### src/sv/srmq_pkg.sv
package srmq_pkg;

  localparam int MAX_LEN = 1024;
  localparam int LEVELS  = 11;

  localparam int IDX_W  = $clog2(MAX_LEN);
  localparam int CNT_W  = IDX_W + 1;
  localparam int LVL_W  = $clog2(LEVELS);
  localparam int DEPTH  = LEVELS * MAX_LEN;
  localparam int ADDR_W = $clog2(DEPTH);
  localparam int VAL_W  = 32;

  // queue between front and back
  localparam int QDEPTH = 4;
  localparam int QPTR_W = $clog2(QDEPTH);

  localparam logic OP_LOAD  = 1'b0;
  localparam logic OP_QUERY = 1'b1;

  typedef enum logic [1:0] {
    ST_OK        = 2'd0,
    ST_BOUNDS    = 2'd1,
    ST_NOT_BUILT = 2'd2
  } status_t;

  typedef enum logic [1:0] {
    K_LOAD  = 2'd0,
    K_QUERY = 2'd1,
    K_ERROR = 2'd2
  } kind_t;

  typedef struct packed {
    kind_t             kind;
    logic              wr;      // load stores its value
    logic              build;   // load closes the array
    logic [VAL_W-1:0]  value;
    logic [IDX_W-1:0]  col_a;   // load slot, or left block of a query
    logic [IDX_W-1:0]  col_b;   // right block of a query
    logic [LVL_W-1:0]  level;
    logic [CNT_W-1:0]  count;   // element count after the load
    status_t           status;
  } entry_t;

  function automatic logic [LVL_W-1:0] floor_log2(input logic [CNT_W-1:0] x);
    logic [LVL_W-1:0] r;
    r = '0;
    for (int i = 0; i < CNT_W; i++) begin
      if (x[i]) r = LVL_W'(i);
    end
    if (r > LVL_W'(LEVELS - 1)) r = LVL_W'(LEVELS - 1);
    return r;
  endfunction

  function automatic logic [ADDR_W-1:0] mem_addr(input logic [LVL_W-1:0] lvl,
                                                  input logic [IDX_W-1:0] col);
    return ADDR_W'(lvl) * ADDR_W'(MAX_LEN) + ADDR_W'(col);
  endfunction

endpackage

### src/sv/srmq_fifo.sv
module srmq_fifo (
  input  logic              clk,
  input  logic              rst_n,
  input  logic              push,
  input  srmq_pkg::entry_t  push_entry,
  output logic              full,
  input  logic              pop,
  output logic              head_valid,
  output srmq_pkg::entry_t  head_entry
);
  import srmq_pkg::*;

  entry_t              slot_r [QDEPTH];
  logic [QPTR_W-1:0]   wr_ptr_r, rd_ptr_r;
  logic [QPTR_W:0]     cnt_r, cnt_nxt;
  logic                do_pop;

  assign full       = cnt_r == (QPTR_W+1)'(QDEPTH);
  assign head_valid = cnt_r != '0;
  assign head_entry = slot_r[rd_ptr_r];
  assign do_pop     = pop && head_valid;

  always_comb begin
    cnt_nxt = cnt_r;
    if (push && !do_pop) cnt_nxt = cnt_r + 1'b1;
    else if (!push && do_pop) cnt_nxt = cnt_r - 1'b1;
  end

  always_ff @(posedge clk) begin
    if (push) slot_r[wr_ptr_r] <= push_entry;
  end

  always_ff @(posedge clk) begin
    if (!rst_n) begin
      wr_ptr_r <= '0;
      rd_ptr_r <= '0;
      cnt_r    <= '0;
    end else begin
      if (push) wr_ptr_r <= wr_ptr_r + 1'b1;
      if (do_pop) rd_ptr_r <= rd_ptr_r + 1'b1;
      cnt_r <= cnt_nxt;
    end
  end

endmodule

### config.mk
export PLATFORM = sky130hd
export DESIGN_NAME = srmq_fifo
export DESIGN_NICKNAME = d
export VERILOG_FILES = /design/src/sv/srmq_pkg.sv /design/src/sv/srmq_fifo.sv
export SDC_FILE = /design/constraint.sdc
export NUM_CORES = 1
export LEC_CHECK = 0
export BUFFER_PORTS_ARGS = -buffer_cell sky130_fd_sc_hd__buf_2
export CAP_MARGIN = 30
export CORE_MARGIN = 4
export CORE_UTILIZATION = 55
export CTS_BUF_LIST = sky130_fd_sc_hd__clkbuf_2 sky130_fd_sc_hd__clkbuf_4 sky130_fd_sc_hd__clkbuf_8
export CTS_CLUSTER_SIZE = 24
export DETAILED_ROUTE_END_ITERATION = 8
export GPL_TIMING_DRIVEN = 0
export PLACE_DENSITY = 0.87
export RECOVER_POWER = 25
export SLEW_MARGIN = 20
export SYNTH_ARGS = -nofsm -noshare
export SYNTH_HDL_FRONTEND = slang
export SYNTH_SLANG_ARGS = --single-unit
### constraint.sdc
create_clock -name clk -period 7.1 [get_ports clk]
set_clock_uncertainty 0.2 [all_clocks]
set_input_delay 1.065 -clock clk [delete_from_list [all_inputs] [get_ports clk]]
set_output_delay 1.065 -clock clk [all_outputs]
set_load 0.01 [all_outputs]
==> flow_metrics.env <==
export IMPL_setup_tns_ns=0
export IMPL_clockRootBuffer="clkbuf_8"
export IMPL_cts_hold_fix_buffers=0
export IMPL_drive_gt1_share_pct=39.8
export IMPL_cpPeakStageDelay_ns=0.38
export IMPL_ioPinCount=152
export IMPL_die_h_um=150
export IMPL_holdWs_ns=0.371
export IMPL_relSlewSlack_pct=63.7
export IMPL_fin_crit_ns=3.25
export IMPL_p_total_mw=4.40
export IMPL_drv_slew=0
export IMPL_ff2ff_path_depth=7
export IMPL_endpoint_kind="output pin"
export IMPL_cts_setup_buffers=0
export IMPL_cts_resized=0
export IMPL_crit_path_top_delay_cell="mux4_2"
export IMPL_layout_nets=710
export IMPL_fmax_mhz=307
export IMPL_io_buffer_count=151
export IMPL_cts_tree="built"
export IMPL_r2r_setup_slack_ns=4.63
export IMPL_hp_start="wr_ptr_r[1]"
export IMPL_rsz0062_at_grt="no"
export IMPL_async_flop_share_pct=0
export IMPL_clk_pin_slew_worst_paths_ns=0.06
export IMPL_synth_top_area_share_pct=79.2
export IMPL_hpwl_mm=12.8
export IMPL_ant_nets=0
export IMPL_grt_pass1_vias=5606
export IMPL_hp_class="flop to flop"
export IMPL_wl_mm=20.2
export IMPL_synth_nets=507
export IMPL_chipWidth_um=150
export IMPL_synth_edf_count=292
export IMPL_h_tree_depth=2
export IMPL_cts_sinks=301
export IMPL_synth_top_cells_by_count="edfxtp_1, mux4_2, and2_1, dfxtp_1"
export IMPL_path_class="flop to output pin"
export IMPL_synthFlopType="edfxtp_1"
export IMPL_netlist_area_sq_mm=0.0111
export IMPL_syn_inst=424
export IMPL_vias_per_cell=5.47
export IMPL_power_density_mw_per_mm2=337
export IMPL_cp_required_ns=5.83
export IMPL_diodes=0
export IMPL_place_congestion=0.735
export IMPL_grt_max_degree=43
export IMPL_max_cap_viol_count=0
export IMPL_track_usage_pct=18.6
export IMPL_synthMostInstantiatedCell="edfxtp_1"
export IMPL_dr_pass1_iters=5
export IMPL_antenna_found_initial=2
export IMPL_syn2layout_area_growth_pct=18.0
export IMPL_core_area_sq_mm=0.0197
export IMPL_status="complete, no violations"
export IMPL_vdd_ir_drop_max_mv=0.214
export IMPL_drt_iter0_drc=285
export IMPL_leakage_nw=4.33
export IMPL_worst_pin_slew_ns=0.545
export IMPL_worstReg2RegStart="cnt_r[1]"
export IMPL_setup_slack_ns=3.85
export IMPL_die_area_sq_mm=0.0225
export IMPL_period_share_pct=45.8
export IMPL_arrival_ns=1.99
export IMPL_ys_seq_area_share_pct=80.9
export IMPL_cts_max_path_buffers=3
export IMPL_via_count=5052
export IMPL_drc=0
export IMPL_setup_viol=0
export IMPL_numCtsBuffers=46
export IMPL_crit_chain="clkbuf_2 > buf_2 > mux4_2 > buf_2"
export IMPL_r2r_end="cnt_r[2]"
export IMPL_synth_cell_type_count=22
export IMPL_cp_max_fo=10
export IMPL_ys_ff_latch=301
export IMPL_cpMostUsedCell="buf_2"
export IMPL_hold_viol_final=0
export IMPL_grt_pass1_wl_mm=31.4
export IMPL_min_path_cells=2
export IMPL_ys_warn_count=0
export IMPL_utilization_pct=66.4
export IMPL_synth_top_area_cell="edfxtp_1"
export IMPL_worstSkewPairLatency_ns=0.53
export IMPL_wl_per_cell_um=21.8
export IMPL_path_delay_family="buffers and inverters"
export IMPL_overflow=0
export IMPL_hold_path_endpoint="wr_ptr_r[1]"
export IMPL_place_ws_ns=4.08
export IMPL_rows=51
export IMPL_start_kind="flop"
export IMPL_postSynthAreaPerCell_sq_um=26.1
export IMPL_critical_path_buf_inv_count=3
export IMPL_initial_core_util_pct=56.3
export IMPL_netlist_top_cells_area="edfxtp_1, mux4_2, dfxtp_1"
tightest hold or removal path: cells and delay by family (launching register included):
kind	cells	cell delay (ns)
mux	1	0.13
simple gates	1	0.06
flops	1	0.34
per-stage QoR:
stage          area (sq um)  cells
4_1_cts               13100    923
5_1_grt               13100    923
2_1_floorplan         11100    424
3_5_place_dp          12300    844
6_report              13100    923
3_3_place_gp          12200    840
placed cells by master, fill, tap and decap left out, types with 2 or more instances in the layout:
| master | synthesis | final |
|---|---|---|
| and2_1 | 9 | 5 |
| mux2i_1 | 2 | 2 |
| mux4_2 | 72 | 72 |
| xor2_1 | 2 | 2 |
| nor2b_1 | 2 | 2 |
| and2_4 | 0 | 4 |
| clkbuf_8 | 0 | 49 |
| edfxtp_1 | 292 | 292 |
| clkinv_2 | 0 | 2 |
| clkbuf_1 | 0 | 52 |
| buf_16 | 0 | 4 |
| clkbuf_4 | 0 | 15 |
| clkinv_1 | 0 | 13 |
| dfxtp_1 | 9 | 9 |
| xnor2_1 | 3 | 3 |
| or3_1 | 2 | 2 |
| buf_2 | 7 | 106 |
| inv_1 | 3 | 3 |
| buf_12 | 7 | 7 |
| ha_1 | 5 | 5 |
cell families after synthesis:
logic type / after synthesis / share of synthesized area (%)
mux: 75 / 15.1
simple gates: 14 / 0.803
flops: 301 / 80.9
fa+ha+maj: 6 / 0.746
xor+xnor: 5 / 0.396
buf+inv: 19 / 1.83
compound gates: 4 / 0.305
sequential cells by signal (all words and copies together), names as in the netlist, named ones only:
register and cells:
cnt_r 3, rd_ptr_r 2, slot_r 292, wr_ptr_r 2
metal layers:
layer	vias up	GRT usage, %	share of wire [%]
met1	2600	23.9	39
met3	32	5.48	7.1
met5	-	0	0.13
li1	2232	-	-
met4	4	4.89	1.6
met2	184	31.4	52
how the worst max path moves through the flow:
| stage | startpoint | depth (start not counted) | slack, ns | end |
|---|---|---|---|---|
| detailed placement | pop | 8 | 4.08 | cnt_r[2] |
| floorplan | push | 1 | 3.69 | slot_r[0][0] |
| global route | flop | 4 | 3.67 | head_entry[28] |
| CTS | flop | 4 | 3.75 | head_entry[28] |
| global placement | push | 2 | 2.42 | slot_r[1][54] |
| finish | flop | 4 | 3.85 | head_entry[18] |
where the power goes:
group	total (mW)	leakage [nW]	switching, mW	internal, mW
sequential	2.08	2.76	0.0346	2.05
clock	1.30	0.450	0.591	0.709
combinational	1.01	1.13	0.480	0.533
final cells by class:
| cell class | count | area (sq um) |
|---|---|---|
| sequential | 301 | 8950 |
| clock inverter | 15 | 58.8 |
| buffer | 16 | 191 |
| fill | 1306 | 6600 |
| inverter | 3 | 11.3 |
| tap | 265 | 332 |
| timing repair buffer | 155 | 801 |
| clock buffer | 64 | 787 |
| multi-input combinational | 104 | 1930 |
Note: power is estimated with default switching activity, not from simulation.
