--- src/sv/srmq_pkg.sv ---
package srmq_pkg;

  localparam int MAX_LEN = 1024;
  localparam int LEVELS  = 11;

  localparam int IDX_W  = $clog2(MAX_LEN);
  localparam int CNT_W  = IDX_W + 1;
  localparam int LVL_W  = $clog2(LEVELS);
  localparam int DEPTH  = LEVELS * MAX_LEN;
  localparam int ADDR_W = $clog2(DEPTH);
  localparam int VAL_W  = 32;

  // queue between front and back
  localparam int QDEPTH = 4;
  localparam int QPTR_W = $clog2(QDEPTH);

  localparam logic OP_LOAD  = 1'b0;
  localparam logic OP_QUERY = 1'b1;

  typedef enum logic [1:0] {
    ST_OK        = 2'd0,
    ST_BOUNDS    = 2'd1,
    ST_NOT_BUILT = 2'd2
  } status_t;

  typedef enum logic [1:0] {
    K_LOAD  = 2'd0,
    K_QUERY = 2'd1,
    K_ERROR = 2'd2
  } kind_t;

  typedef struct packed {
    kind_t             kind;
    logic              wr;      // load stores its value
    logic              build;   // load closes the array
    logic [VAL_W-1:0]  value;
    logic [IDX_W-1:0]  col_a;   // load slot, or left block of a query
    logic [IDX_W-1:0]  col_b;   // right block of a query
    logic [LVL_W-1:0]  level;
    logic [CNT_W-1:0]  count;   // element count after the load
    status_t           status;
  } entry_t;

  function automatic logic [LVL_W-1:0] floor_log2(input logic [CNT_W-1:0] x);
    logic [LVL_W-1:0] r;
    r = '0;
    for (int i = 0; i < CNT_W; i++) begin
      if (x[i]) r = LVL_W'(i);
    end
    if (r > LVL_W'(LEVELS - 1)) r = LVL_W'(LEVELS - 1);
    return r;
  endfunction

  function automatic logic [ADDR_W-1:0] mem_addr(input logic [LVL_W-1:0] lvl,
                                                  input logic [IDX_W-1:0] col);
    return ADDR_W'(lvl) * ADDR_W'(MAX_LEN) + ADDR_W'(col);
  endfunction

endpackage

--- src/sv/srmq_front.sv ---
module srmq_front (
  input  logic                  clk,
  input  logic                  rst_n,
  input  logic                  in_valid,
  output logic                  in_stall,
  input  logic                  in_op,
  input  logic signed [31:0]    in_value,
  input  logic                  in_last_load,
  input  logic [9:0]            in_left,
  input  logic [9:0]            in_right,
  input  logic                  q_full,
  output logic                  q_push,
  output srmq_pkg::entry_t      q_entry
);
  import srmq_pkg::*;

  logic [CNT_W-1:0] count_r, count_nxt;
  logic             ready_r, ready_nxt;
  logic [CNT_W-1:0] cnt_eff;
  logic             store;
  logic [CNT_W-1:0] len;
  logic [LVL_W-1:0] lvl;
  logic [CNT_W-1:0] col_b_wide;

  assign in_stall = q_full;
  assign q_push   = in_valid && !q_full;

  always_comb begin
    // a load after a build starts a new array
    cnt_eff    = ready_r ? '0 : count_r;
    store      = cnt_eff < CNT_W'(MAX_LEN);
    len        = {1'b0, in_right} - {1'b0, in_left} + CNT_W'(1);
    lvl        = floor_log2(len);
    col_b_wide = {1'b0, in_right} + CNT_W'(1) - (CNT_W'(1) << lvl);

    count_nxt = count_r;
    ready_nxt = ready_r;

    q_entry        = '0;
    q_entry.value  = in_value;
    q_entry.level  = lvl;
    q_entry.status = ST_OK;

    if (in_op == OP_LOAD) begin
      q_entry.kind  = K_LOAD;
      q_entry.wr    = store;
      q_entry.build = in_last_load;
      q_entry.col_a = cnt_eff[IDX_W-1:0];
      q_entry.count = cnt_eff + CNT_W'(store);
      count_nxt     = cnt_eff + CNT_W'(store);
      ready_nxt     = in_last_load;
    end else if (!ready_r) begin
      q_entry.kind   = K_ERROR;
      q_entry.status = ST_NOT_BUILT;
    end else if (in_left > in_right || {1'b0, in_right} >= count_r) begin
      q_entry.kind   = K_ERROR;
      q_entry.status = ST_BOUNDS;
    end else begin
      q_entry.kind  = K_QUERY;
      q_entry.col_a = in_left;
      q_entry.col_b = col_b_wide[IDX_W-1:0];
    end
  end

  always_ff @(posedge clk) begin
    if (!rst_n) begin
      count_r <= '0;
      ready_r <= 1'b0;
    end else if (q_push) begin
      count_r <= count_nxt;
      ready_r <= ready_nxt;
    end
  end

endmodule

--- config.mk ---
export PLATFORM = sky130hd
export DESIGN_NAME = srmq_front
export DESIGN_NICKNAME = d
export VERILOG_FILES = /design/src/sv/srmq_pkg.sv /design/src/sv/srmq_front.sv
export SDC_FILE = /design/constraint.sdc
export NUM_CORES = 1
export LEC_CHECK = 0
export ABC_AREA = 1
export BUFFER_PORTS_ARGS = -buffer_cell sky130_fd_sc_hd__buf_2
export CORE_MARGIN = 2
export CORE_UTILIZATION = 45
export CTS_CLUSTER_SIZE = 14
export DETAILED_ROUTE_END_ITERATION = 10
export PLACE_DENSITY_LB_ADDON = 0.1
export SKIP_LAST_GASP = 1
export SLEW_MARGIN = 20
export SYNTH_ARGS = -nofsm -noshare
export SYNTH_HDL_FRONTEND = slang
export SYNTH_SLANG_ARGS = --single-unit
--- constraint.sdc ---
create_clock -name clk -period 3.8 [get_ports clk]
set_clock_uncertainty 0.2 [all_clocks]
set_input_delay 0.19 -clock clk [delete_from_list [all_inputs] [get_ports clk]]
set_output_delay 0.19 -clock clk [all_outputs]
set_load 0.05 [all_outputs]
==> key figures, run 1 <==
Final layout
  – # diodes: 0
  – Register area: 240.2 sq um
  – Share of cells above drive strength 1: between 40% and 50%
  – Layout area overhead: 39.82%
  – Final cell count without fillers: approximately 680
  – Final nets: roughly 710
  – Fillcell total: ~600
  – Footprint of the multi-input gates: ~2600 sq um

Worst setup path
  – Critical Path Fanout Max: 4
  – Slowest stage cell, crit path: fa_2
  – Setup CP Type: input pin to output port
  – Worst Setup Start Kind: input pin
  – CP dominant cell by count: nand2_2
  – Crit-path leading delay family: adder cells
  – CP Data Arrival Time: between 3 and 4 ns
  – CP Buf/Inv Count: 7
  – Worst path required time: around 3.4 ns
  – CP endpoint kind: output port
  – Peak per-stage delay on the critical path: ~0.41 ns

GRT
  – Initial antenna violation count: 0
  – Grt total ovfl: 0
  – Vias in the first global route: 3301
  – Largest net degree at the start of global routing: 22
  – First-pass GRT wire length: ~15000 microns
  – Total GRT Usage: between 20% and 30%

Floorplan
  – Die height: about 90 microns
  – Die width: 87.48 microns
  – Die footprint: between 7000 and 8000 sq um
  – Number of cell rows: 30
  – IO Pins: between 100 and 150
  – Starting Density: a little under half
  – Total core area: 6756 sq um

Drt
  – Met3 WL: 418 microns
  – Via count: 3352
  – Met1 Wirelength: 4100 microns
  – WL final: 8785 microns
  – Routed Antenna Nets: 0
  – Highest Signal Layer: met4
  – Wire length per cell: between 10 and 15 microns
  – Pre-antenna DRT Iters: 4
  – DRC Markers: 0
  – Vias per cell: roughly 5.0
  – Initial drt markers: approximately 110
  – WL met2: between 4000 and 5000 microns

Clock tree
  – Worst-skew pair later-pin latency: around 0.25 ns
  – Worst-path clk slew: around 0.06 ns
  – Clock root buffer: clkbuf_8
  – CTS tree: built
  – CTS Sinks: 12
  – Cts bufs inserted: 3
  – Post-cts hold buffer count: 0
  – H-tree levels: 1
  – Max clock buf depth: 2

Place
  – Inst Count DP: around 670
  – DP HPWL: roughly 7300 microns
  – IO Port Bufs: 68
  – Routability cong.: ~0.87
  – Worst slack at placement: -0.7590 ns

Timing
  – Final setup violation count: 6
  – Slew Viols, Final: 0
  – Part of the cycle the worst path needs: 113.1%
  – Max transition margin: between 60% and 70%
  – Slew @ Worst Pin: just under 0.6 ns
  – Tmin final: between 4 and 5 ns
  – Post-route setup slack: -0.4982 ns
  – Hold Fails Final Rpt: 0
  – Unrepaired setup endpoints after global routing: yes
  – Max Clk Rate: about 230 MHz

Synth
  – Seq cells post-synth: 12
  – Most frequent cells after synthesis: nand2_1, inv_1, ha_1
  – Synth area leaders: ha_1, nand2_1, inv_1
  – Mean post-synth cell area: about 6.3 sq um
  – Post-synthesis async set-or-reset flop share: 0%
  – Main flop type after synthesis: dfxtp_1
  – Most frequent cell after synthesis: nand2_1
  – Net Count, Synth: 615
  – Mapped Cells: 497
  – Largest area contributor in the netlist: ha_1
  – Post-synth EDFFs: 0
  – Sequential area share after synthesis: 7.662%
  – Synthesis Warnings: 0
  – Netlist cell types: about 40
  – Top-area cell type share of the netlist area: 23.14%
  – Mapped Area: 3136 sq um

Pwr
  – Clock Power Share: a little over an eighth
  – Maximum vdd ir drop: between 100 and 150 uV
  – Comb power frac: 74.1%
  – Pint: approximately 0.00056 W
  – Sw frac: between 40% and 50%
  – Switch Pwr: around 0.00053 W
  – Reg power frac: around an eighth
  – PwrDens: between 200 and 250 nW/um^2
  – Leak Pwr: 2.371 nW

Status
  – Violated checks: setup timing
  – Status: complete, but fails checks

Min path
  – Hold Crit Class: input pin to flop

Flow run
  – Max-cap violation count: 0
power groups by stage:
stage          clock network (W)  registers, W  logic (W)
2_1_floorplan                  0      0.000138   0.000585
3_3_place_gp                   0      0.000141   0.000708
3_5_place_dp                   0      0.000141   0.000717
4_1_cts                 0.000148      0.000138   0.000784
5_1_grt                 0.000152      0.000139   0.000893
6_report                0.000146      0.000138   0.000811
path summary, 6_finish.rpt:
| check | startpoint | endpoint | slack (ns) | cells after the start |
|---|---|---|---|---|
| max | in_right[1] | q_entry[26] | -0.50 | 28 |
| min reg2reg | count_r[0]$_SDFFE_PN0P_ | count_r[0]$_SDFFE_PN0P_ | 0.28 | 2 |
| max reg2reg | ready_r$_SDFFE_PN0P_ | count_r[10]$_SDFFE_PN0P_ | 1.21 | 13 |
| min | in_last_load | ready_r$_SDFFE_PN0P_ | 0.04 | 3 |
registers in the layout, indices dropped and copies added (netlist names):
name,cells
count_r,11
ready_r,1
area by class of cell:
| type | instances | area share (%) |
|---|---|---|
| multi-input combinational | 344 | 60.42 |
| inverter | 101 | 9.275 |
| sequential | 12 | 5.479 |
| clock buffer | 4 | 1.256 |
| timing repair buffer | 134 | 21.29 |
| tap | 80 | 2.283 |
placed cells by master (no fill, tap or decap), drive strengths merged:
cell type and n:
o21ai 22, fa 2, a21oi 26, o31ai 1, nor2 58, xnor2 3, o21bai 1, o22ai 5
nand3 26, clkbuf 4, o21a 2, a22oi 1, o211ai 2, a211oi 1, nand4 10, nor3 2
ha 58, or2 2, nor4 2, a21o 1, buf 134, dfxtp 12, inv 101, nand2 110
nor3b 1, nand3b 2, xor2 6
layer usage:
layer	vias up	global-route usage, %
li1	1744	-
met1	1508	32.18
met2	85	41.74
met3	15	2.749
met4	0	3.636
met5	-	0
per-stage QoR:
step | utilization, % | total power, W | hold WS, ns | setup TNS [ns] | instance area, sq um
2_1_floorplan | - | 0.0007224 | 0.1798 | -1.165 | 3366
3_5_place_dp | 58.83 | 0.0008572 | 0.1803 | -3.601 | 3975
6_report | 64.89 | 0.001095 | 0.03709 | -2.085 | 4384
3_3_place_gp | 58.83 | 0.0008490 | 0.1803 | -3.130 | 3975
5_1_grt | 64.89 | 0.001184 | 0.03633 | -3.801 | 4384
4_1_cts | 63.93 | 0.001070 | 0.03613 | -1.934 | 4319
logic make-up (layout without fill, tap and decap cells):
logic type	Yosys count	count (layout)	share of synthesized area (%)
AO/OA/AOI/OAI	62	62	10.93
XOR/XNOR	9	9	2.514
adder cells (fa/ha/maj)	60	60	24.42
buffers and inverters	141	239	21.47
flip-flops	12	12	7.662
AND/OR/NAND/NOR	213	213	33.00
timing repair:
| item | CTS | global route |
|---|---|---|
| setup endpoints to repair | 8 | 8 |
| gates resized for setup | 52 | 21 |
| buffers inserted | 11 | 5 |
| pin swaps | 27 | 33 |
tightest hold or removal path, cell delays in order:
cell and delay [ns]:
buf_2 0.08, o21ai_0 0.07, a21oi_1 0.10
(Power assumes the default switching activity.)
==> run 2, diff against run 1 <==
--- a/config.mk
+++ b/config.mk
@@ -12,6 +12,7 @@
 export CTS_CLUSTER_SIZE = 14
 export DETAILED_ROUTE_END_ITERATION = 10
 export PLACE_DENSITY_LB_ADDON = 0.1
+export REMOVE_ABC_BUFFERS = 1
 export SKIP_LAST_GASP = 1
 export SLEW_MARGIN = 20
 export SYNTH_ARGS = -nofsm -noshare
==> key figures, run 2 (synthesis results as in run 1) <==
Status
  – Status: complete, but fails checks
  – Violated checks: setup timing

Worst setup path
  – FF-to-FF End: count_r[10]$_SDFFE_PN0P_
  – Worst path required time: 3.41 ns (about the same)
  – Worst r2r path cells: 13 (unchanged)
  – Slowest stage cell, crit path: fa_2
  – Critical Path Fanout Max: 4 (unchanged)
  – Reg2reg setup slack: 1.19 ns (-0.02 ns)
  – Crit-path leading delay family: adder cells
  – R2R Path Start: ready_r$_SDFFE_PN0P_
  – CP endpoint kind: output port
  – Peak per-stage delay on the critical path: 0.37 ns (-0.04 ns)
  – Setup CP Type: input pin to output port
  – CP Data Arrival Time: 3.95 ns (+0.04 ns)
  – CP Buf/Inv Count: 6 (-1)
  – Worst Setup Start Kind: input pin
  – CP dominant cell by count: nand2_2

Timing
  – Final setup violation count: 7 (+1)
  – Unrepaired setup endpoints after global routing: yes
  – Post-route setup slack: -0.5429 ns (-0.04476 ns)
  – Max Clk Rate: 230.3 MHz (-1.0%)
  – Slew Viols, Final: 0 (unchanged)
  – Part of the cycle the worst path needs: 114.3% (+1.2 points)
  – Max transition margin: 57.58% (-3.0 points)
  – Slew @ Worst Pin: 0.6354 ns (+0.04535 ns)
  – Tmin final: 4.343 ns (+0.04476 ns)
  – Hold Fails Final Rpt: 0 (unchanged)
  – Hold Worst Slack: 0.06686 ns (+0.02977 ns)

Clock tree
  – CTS Sinks: 12 (unchanged)
  – Max clock buf depth: 2 (unchanged)
  – Cts bufs inserted: 3 (unchanged)
  – Worst-path clk slew: 0.05 ns (about the same)
  – Worst-skew pair later-pin latency: 0.24 ns (about the same)
  – Clock root buffer: clkbuf_8
  – CTS tree: built
  – H-tree levels: 1 (unchanged)

Drt
  – Vias per cell: 5.195 (+4.6%)
  – WL final: 10860 microns (+24%)
  – DRC Markers: 0 (unchanged)
  – Initial drt markers: 191 (+77%)
  – Wire length per cell: 15.83 microns (+22%)
  – Pre-antenna DRT Iters: 6 (+2)
  – Routed Antenna Nets: 0 (unchanged)
  – Via count: 3564 (+6.3%)

GRT
  – Largest net degree at the start of global routing: 22 (unchanged)
  – Initial antenna violation count: 0 (unchanged)
  – Grt total ovfl: 0 (unchanged)
  – Vias in the first global route: 3370 (+2.1%)
  – First-pass GRT wire length: 16290 microns (+10%)
  – Total GRT Usage: 26.70% (+2.7 points)

Min path
  – WHS Path Cells: 3 (unchanged)
  – Hold wc startpoint: in_last_load
  – Worst Hold End: ready_r$_SDFFE_PN0P_
  – Hold Crit Class: input pin to flop

Floorplan
  – IO Pins: 133 (unchanged)
  – Number of cell rows: 30 (unchanged)
  – Die height: 87.48 microns (unchanged)
  – Total core area: 6756 sq um (unchanged)
  – Die width: 87.48 microns (unchanged)
  – Die footprint: 7652 sq um (unchanged)
  – Starting Density: 46.41% (unchanged)

Final layout
  – Register area: 240.2 sq um (unchanged)
  – Share of cells above drive strength 1: 41.42% (+0.91 points)
  – Final cell count without fillers: 686 (+1.6%)
  – # diodes: 0 (unchanged)
  – Most frequent cells in the layout: inv_1, nand2_1, buf_4
  – Final nets: 726 (+1.7%)
  – Biggest regs: count_r x11, ready_r x1
  – Layout area overhead: 41.90%
  – Max FFs per register: 11 (unchanged)
  – Fillcell total: 617 (+2.0%)
  – Footprint of the multi-input gates: 2670 sq um (+0.80%)
  – Largest reg by FF count: count_r

Flow run
  – Max-cap violation count: 0 (unchanged)

Place
  – Inst Count DP: 668 (+0.30%)
  – IO Port Bufs: 68 (unchanged)
  – Routability cong.: 0.8521 (-2.5%)
  – DP HPWL: 8159 microns (+12%)

Pwr
  – Maximum vdd ir drop: 192.2 uV (+30%)
  – Leak Pwr: 2.401 nW (+1.3%)
  – PwrDens: 243.5 nW/um^2 (-2.5%)
-- run 2: metrics by stage --
step	util (%)	total power (W)	setup WS [ns]	setup TNS, ns	area [sq um]
finish	65.85	0.001083	-0.5429	-2.477	4449
floorplan	-	0.0005646	-1.010	-5.919	2846
global placement	55.65	0.0007857	-0.7481	-3.875	3760
CTS	62.33	0.0009985	-0.4325	-1.747	4212
global route	65.85	0.001165	-0.7102	-3.898	4449
detailed placement	55.65	0.0007920	-0.7917	-4.220	3760
-- run 2: timing repair --
action,in CTS,in global routing
buffers inserted,8,8
hold buffers,0,0
setup endpoints to repair,8,8
pin swaps,38,33
resized for setup,65,37
cloned,0,0
-- run 2: layout make-up --
class | instances | area share [%]
multi-input cells | 344 | 60.01
clock buffers | 3 | 0.9280
repair buffers | 146 | 22.55
flip-flops and latches | 12 | 5.399
well taps | 80 | 2.250
inverters | 101 | 8.858
-- run 2: worst reg2reg max path: stages (launching register included) --
cell     delay, ns
dfxtp_1       0.72
nor2_1        0.14
inv_1         0.12
ha_1          0.18
ha_1          0.22
nand2_4       0.10
nor2_8        0.12
nand4_4       0.11
nor2_2        0.11
nand2_1       0.08
nand2_1       0.06
o21ai_1       0.06
or2_1         0.22
a21oi_2       0.11
-- run 2: worst max-delay path by stage --
stage,start,to,depth (start not counted)
floorplan,in_right[1],q_entry[22],21
global placement,in_right[1],q_entry[26],27
detailed placement,in_right[1],q_entry[26],27
CTS,in_right[1],q_entry[26],29
global route,in_right[1],q_entry[24],32
finish,in_right[1],q_entry[26],27
-- run 2: metal layers --
layer	vias to the layer above	part of all wire, %	global-route usage [%]
met5	-	0.31	7.692
met4	2	0.91	1.678
met3	10	8.0	10.71
met2	141	44	40.84
li1	1763	-	-
met1	1648	47	36.28
-- run 2: report_power, final --
group	internal [W]	switching (W)
registers	0.000131	0.00000711
clock network	0.0000698	0.0000453
logic	0.000358	0.000471
==> run 3, diff against run 2 <==
--- a/config.mk
+++ b/config.mk
@@ -5,8 +5,8 @@
 export SDC_FILE = /design/constraint.sdc
 export NUM_CORES = 1
 export LEC_CHECK = 0
-export ABC_AREA = 1
 export BUFFER_PORTS_ARGS = -buffer_cell sky130_fd_sc_hd__buf_2
+export CAP_MARGIN = 15
 export CORE_MARGIN = 2
 export CORE_UTILIZATION = 45
 export CTS_CLUSTER_SIZE = 14
==> key figures, run 3 <==
Drt
  – Vias per cell: 5.444 (+4.8%)
  – Wire length per cell: 17.17 microns (+8.5%)
  – Routed Antenna Nets: 0 (unchanged)
  – Via count: 3533 (-0.87%)
  – Pre-antenna DRT Iters: 4 (-2)
  – DRC Markers: 0 (unchanged)
  – Initial drt markers: 139 (-27%)
  – WL final: 11150 microns (+2.6%)

Synth
  – Most frequent cells after synthesis: ha_1, inv_1, nor2_1
  – Synth Area in Simple Gates: 25.65% (-7.3 points)
  – Main flop type after synthesis: dfxtp_1
  – Largest family of logic cells by synthesized area: simple AND/OR/NAND/NOR gates
  – Synthesis Warnings: 0 (unchanged)
  – Synth area leaders: ha_1, buf_4, dfxtp_1
  – Mux contribution to synthesized area: 0.9486% (+0.95 points)
  – Synth Area in Compound Gates: 21.78% (+11 points)
  – Post-synthesis async set-or-reset flop share: 0% (unchanged)
  – Mapped Cells: 423 (-15%)
  – Sequential area share after synthesis: 7.589% (-0.073 points)
  – Post-Synth Adder-Cell Area: 24.19% (-0.23 points)
  – Top-area cell type share of the netlist area: 22.92% (-0.22 points)
  – Post-synth EDFFs: 0 (unchanged)
  – Most frequent cell after synthesis: ha_1
  – Mean post-synth cell area: 7.484 sq um (+19%)
  – Post-Synth XOR/XNOR Area: 5.810% (+3.3 points)
  – Largest area contributor in the netlist: ha_1
  – Mapped Area: 3166 sq um (+0.96%)
  – Netlist cell types: 57 (+39%)
  – Seq cells post-synth: 12 (unchanged)

Worst setup path
  – Worst Setup Start Kind: input pin
  – CP Data Arrival Time: 4.66 ns (+0.71 ns)
  – Reg2reg setup slack: 0.91 ns (-0.28 ns)
  – FF-to-FF End: count_r[10]$_SDFFE_PN0P_
  – CP endpoint kind: output port
  – R2R Path Start: ready_r$_SDFFE_PN0P_
  – Critical Path Fanout Max: 3 (-1)
  – Setup CP Type: input pin to output port
  – Worst r2r path cells: 9 (-4)
  – Worst path required time: 3.41 ns (about the same)
  – Setup crit end: q_entry[26]
  – CP Launch Point: in_right[1]

Timing
  – Unrepaired setup endpoints after global routing: yes
  – Setup TNS: -7.553 ns (-5.075 ns)
  – Max transition margin: 46.65% (-11 points)
  – Part of the cycle the worst path needs: 132.9% (+19 points)
  – Final setup violation count: 9 (+2)
  – Tmin final: 5.052 ns (+0.7089 ns)
  – Slew @ Worst Pin: 0.7941 ns (+0.1587 ns)
  – Max Clk Rate: 197.9 MHz (-14%)
  – Post-route setup slack: -1.252 ns (-0.7089 ns)
  – Hold Fails Final Rpt: 0 (unchanged)
  – Slew Viols, Final: 0 (unchanged)

Final layout
  – Biggest regs: count_r x11, ready_r x1
  – Most common cell after layout, fill and taps aside: buf_4
  – # diodes: 0 (unchanged)
  – Max FFs per register: 11 (unchanged)
  – Final cell count without fillers: 649 (-5.4%)
  – Register area: 240.2 sq um (unchanged)
  – Final nets: 673 (-7.3%)
  – Largest reg by FF count: count_r
  – Layout area overhead: 44.62%
  – Footprint of the multi-input gates: 2783 sq um (+4.2%)
  – Most frequent cells in the layout: buf_4, buf_2, ha_1
  – Share of cells above drive strength 1: 40.87% (-0.55 points)
  – Fillcell total: 576 (-6.6%)

Place
  – Routability cong.: 0.8575 (+0.63%)
  – Worst slack at placement: -1.622 ns (-0.8303 ns)
  – IO Port Bufs: 68 (unchanged)
  – Inst Count DP: 627 (-6.1%)
  – DP HPWL: 8589 microns (+5.3%)

Pwr
  – Total power: 0.001081 W (-0.26%)
  – PwrDens: 236.0 nW/um^2 (-3.1%)
  – Comb power frac: 77.3% (+0.7 points)
  – Leak Pwr: 2.185 nW (-9.0%)
  – Switch Pwr: 0.0004693 W (-10%)
  – Clock Power Share: 10.7% (about the same)
  – Sw frac: 43.43% (-4.9 points)
  – Maximum vdd ir drop: 201.2 uV (+4.7%)
  – Pint: 0.0006112 W (+9.2%)
  – Reg power frac: 12.1% (-0.7 points)

Clock tree
  – Worst-skew pair later-pin latency: 0.24 ns (about the same)
  – Clock root buffer: clkbuf_8
  – H-tree levels: 1 (unchanged)
  – Max clock buf depth: 2 (unchanged)
  – CTS Sinks: 12 (unchanged)
  – Cts bufs inserted: 3 (unchanged)
  – Post-cts hold buffer count: 0 (unchanged)
  – Worst-path clk slew: 0.05 ns (about the same)
  – CTS tree: built

GRT
  – First-pass GRT wire length: 17280 microns (+6.1%)
  – Vias in the first global route: 3471 (+3.0%)
  – Grt total ovfl: 0 (unchanged)
  – Initial antenna violation count: 0 (unchanged)
  – Total GRT Usage: 28.87% (+2.2 points)
  – Largest net degree at the start of global routing: 16 (-27%)

Floorplan
  – Starting Density: 46.59% (+0.19 points)
  – IO Pins: 133 (unchanged)
  – Total core area: 6794 sq um (+0.56%)
  – Number of cell rows: 30 (unchanged)
  – Die width: 87.87 microns (+0.45%)
  – Die footprint: 7721 sq um (+0.91%)
  – Die height: 87.87 microns (+0.45%)

Status
  – Violated checks: setup timing
  – Status: complete, but fails checks

Min path
  – WHS Path Cells: 3 (unchanged)
  – Hold Crit Class: input pin to flop

Flow run
  – Max-cap violation count: 0 (unchanged)
==> run 3: cell types whose count changed after synthesis, sizes merged, moves of 8 or more <==
cell | before | now
a22o | 0 | 10
xnor2 | 3 | 16
nand2 | 110 | 22
and2 | 0 | 14
inv | 101 | 37
nand3 | 26 | 9
nor3 | 2 | 10
nor2 | 58 | 37
a21oi | 26 | 18
nor2b | 0 | 19
==> run 3: cells by family (layout without fill, tap and decap cells) <==
kind of cell	after synthesis	after routing
AO/OA/AOI/OAI	95	95
XOR/XNOR	21	21
adder cells (fa/ha/maj)	60	60
buffers and inverters	83	213
flip-flops	12	12
multiplexers	3	3
AND/OR/NAND/NOR	149	149
==> run 3: per-layer routing <==
metal  GRT usage, %  part of all wire (%)  vias up  routed length (microns)
met2          45.11                    45      140                     5054
met4          9.091                   2.5        4                      275
met5          10.39                  0.91        -                      101
met3          10.84                   8.6       27                      960
met1          35.93                    43     1632                     4753
li1               -                     -     1730                        -
==> run 3: power by group through the flow <==
stage	clock (W)	sequential, W	combinational (W)
final	0.000115	0.000130	0.000835
after floorplan	0	0.000132	0.000389
after global placement	0	0.000133	0.000651
after detailed placement	0	0.000133	0.000660
after CTS	0.000119	0.000130	0.000792
after global routing	0.000122	0.000130	0.000904
==> run 3: worst min path at each step <==
stage | slack, ns | startpoint | endpoint
floorplan | 0.11 | rst_n | count_r[10]$_SDFFE_PN0P_
global placement | 0.18 | in_value[23] | q_entry[60]
detailed placement | 0.18 | in_value[23] | q_entry[60]
CTS | 0.02 | in_last_load | ready_r$_SDFFE_PN0P_
global route | 0.04 | in_last_load | ready_r$_SDFFE_PN0P_
finish | 0.01 | in_last_load | ready_r$_SDFFE_PN0P_
==> run 3: area by class of cell <==
cell class	instances	area share (%)
Tap cell	96	2.624
Multi-Input combinational cell	328	60.78
Inverter	37	3.143
Sequential cell	12	5.247
Timing Repair Buffer	173	27.30
Clock buffer	3	0.9019
==> run 3: timing repair <==
item | in CTS | in global routing
pin swaps | 23 | 15
resized for setup | 82 | 7
endpoints found under the setup margin | 10 | 10
setup buffers | 13 | 6
==> run 3: through the flow <==
step / cell area, sq um / utilization, % / hold slack (ns)
after CTS: 4497 / 66.19 / 0.01700
after detailed placement: 3966 / 58.38 / 0.1805
after floorplan: 2860 / - / 0.1117
after global routing: 4578 / 67.38 / 0.03872
after global placement: 3966 / 58.38 / 0.1805
final: 4578 / 67.38 / 0.01330
==> run 3: worst max-delay path: stages <==
cell	delay [ns]
buf_8	0.08
inv_4	0.03
ha_4	0.27
inv_4	0.04
ha_4	0.15
fa_2	0.34
a211o_1	0.31
buf_6	0.14
a2111oi_4	0.40
a211oi_4	0.06
nor3b_4	0.17
nor3b_4	0.17
and4b_1	0.18
ha_1	0.29
inv_2	0.06
ha_4	0.16
fa_2	0.37
a21oi_4	0.15
o211ai_1	0.15
o41ai_2	0.29
xnor2_1	0.18
and3_1	0.20
o21a_1	0.13
buf_6	0.16
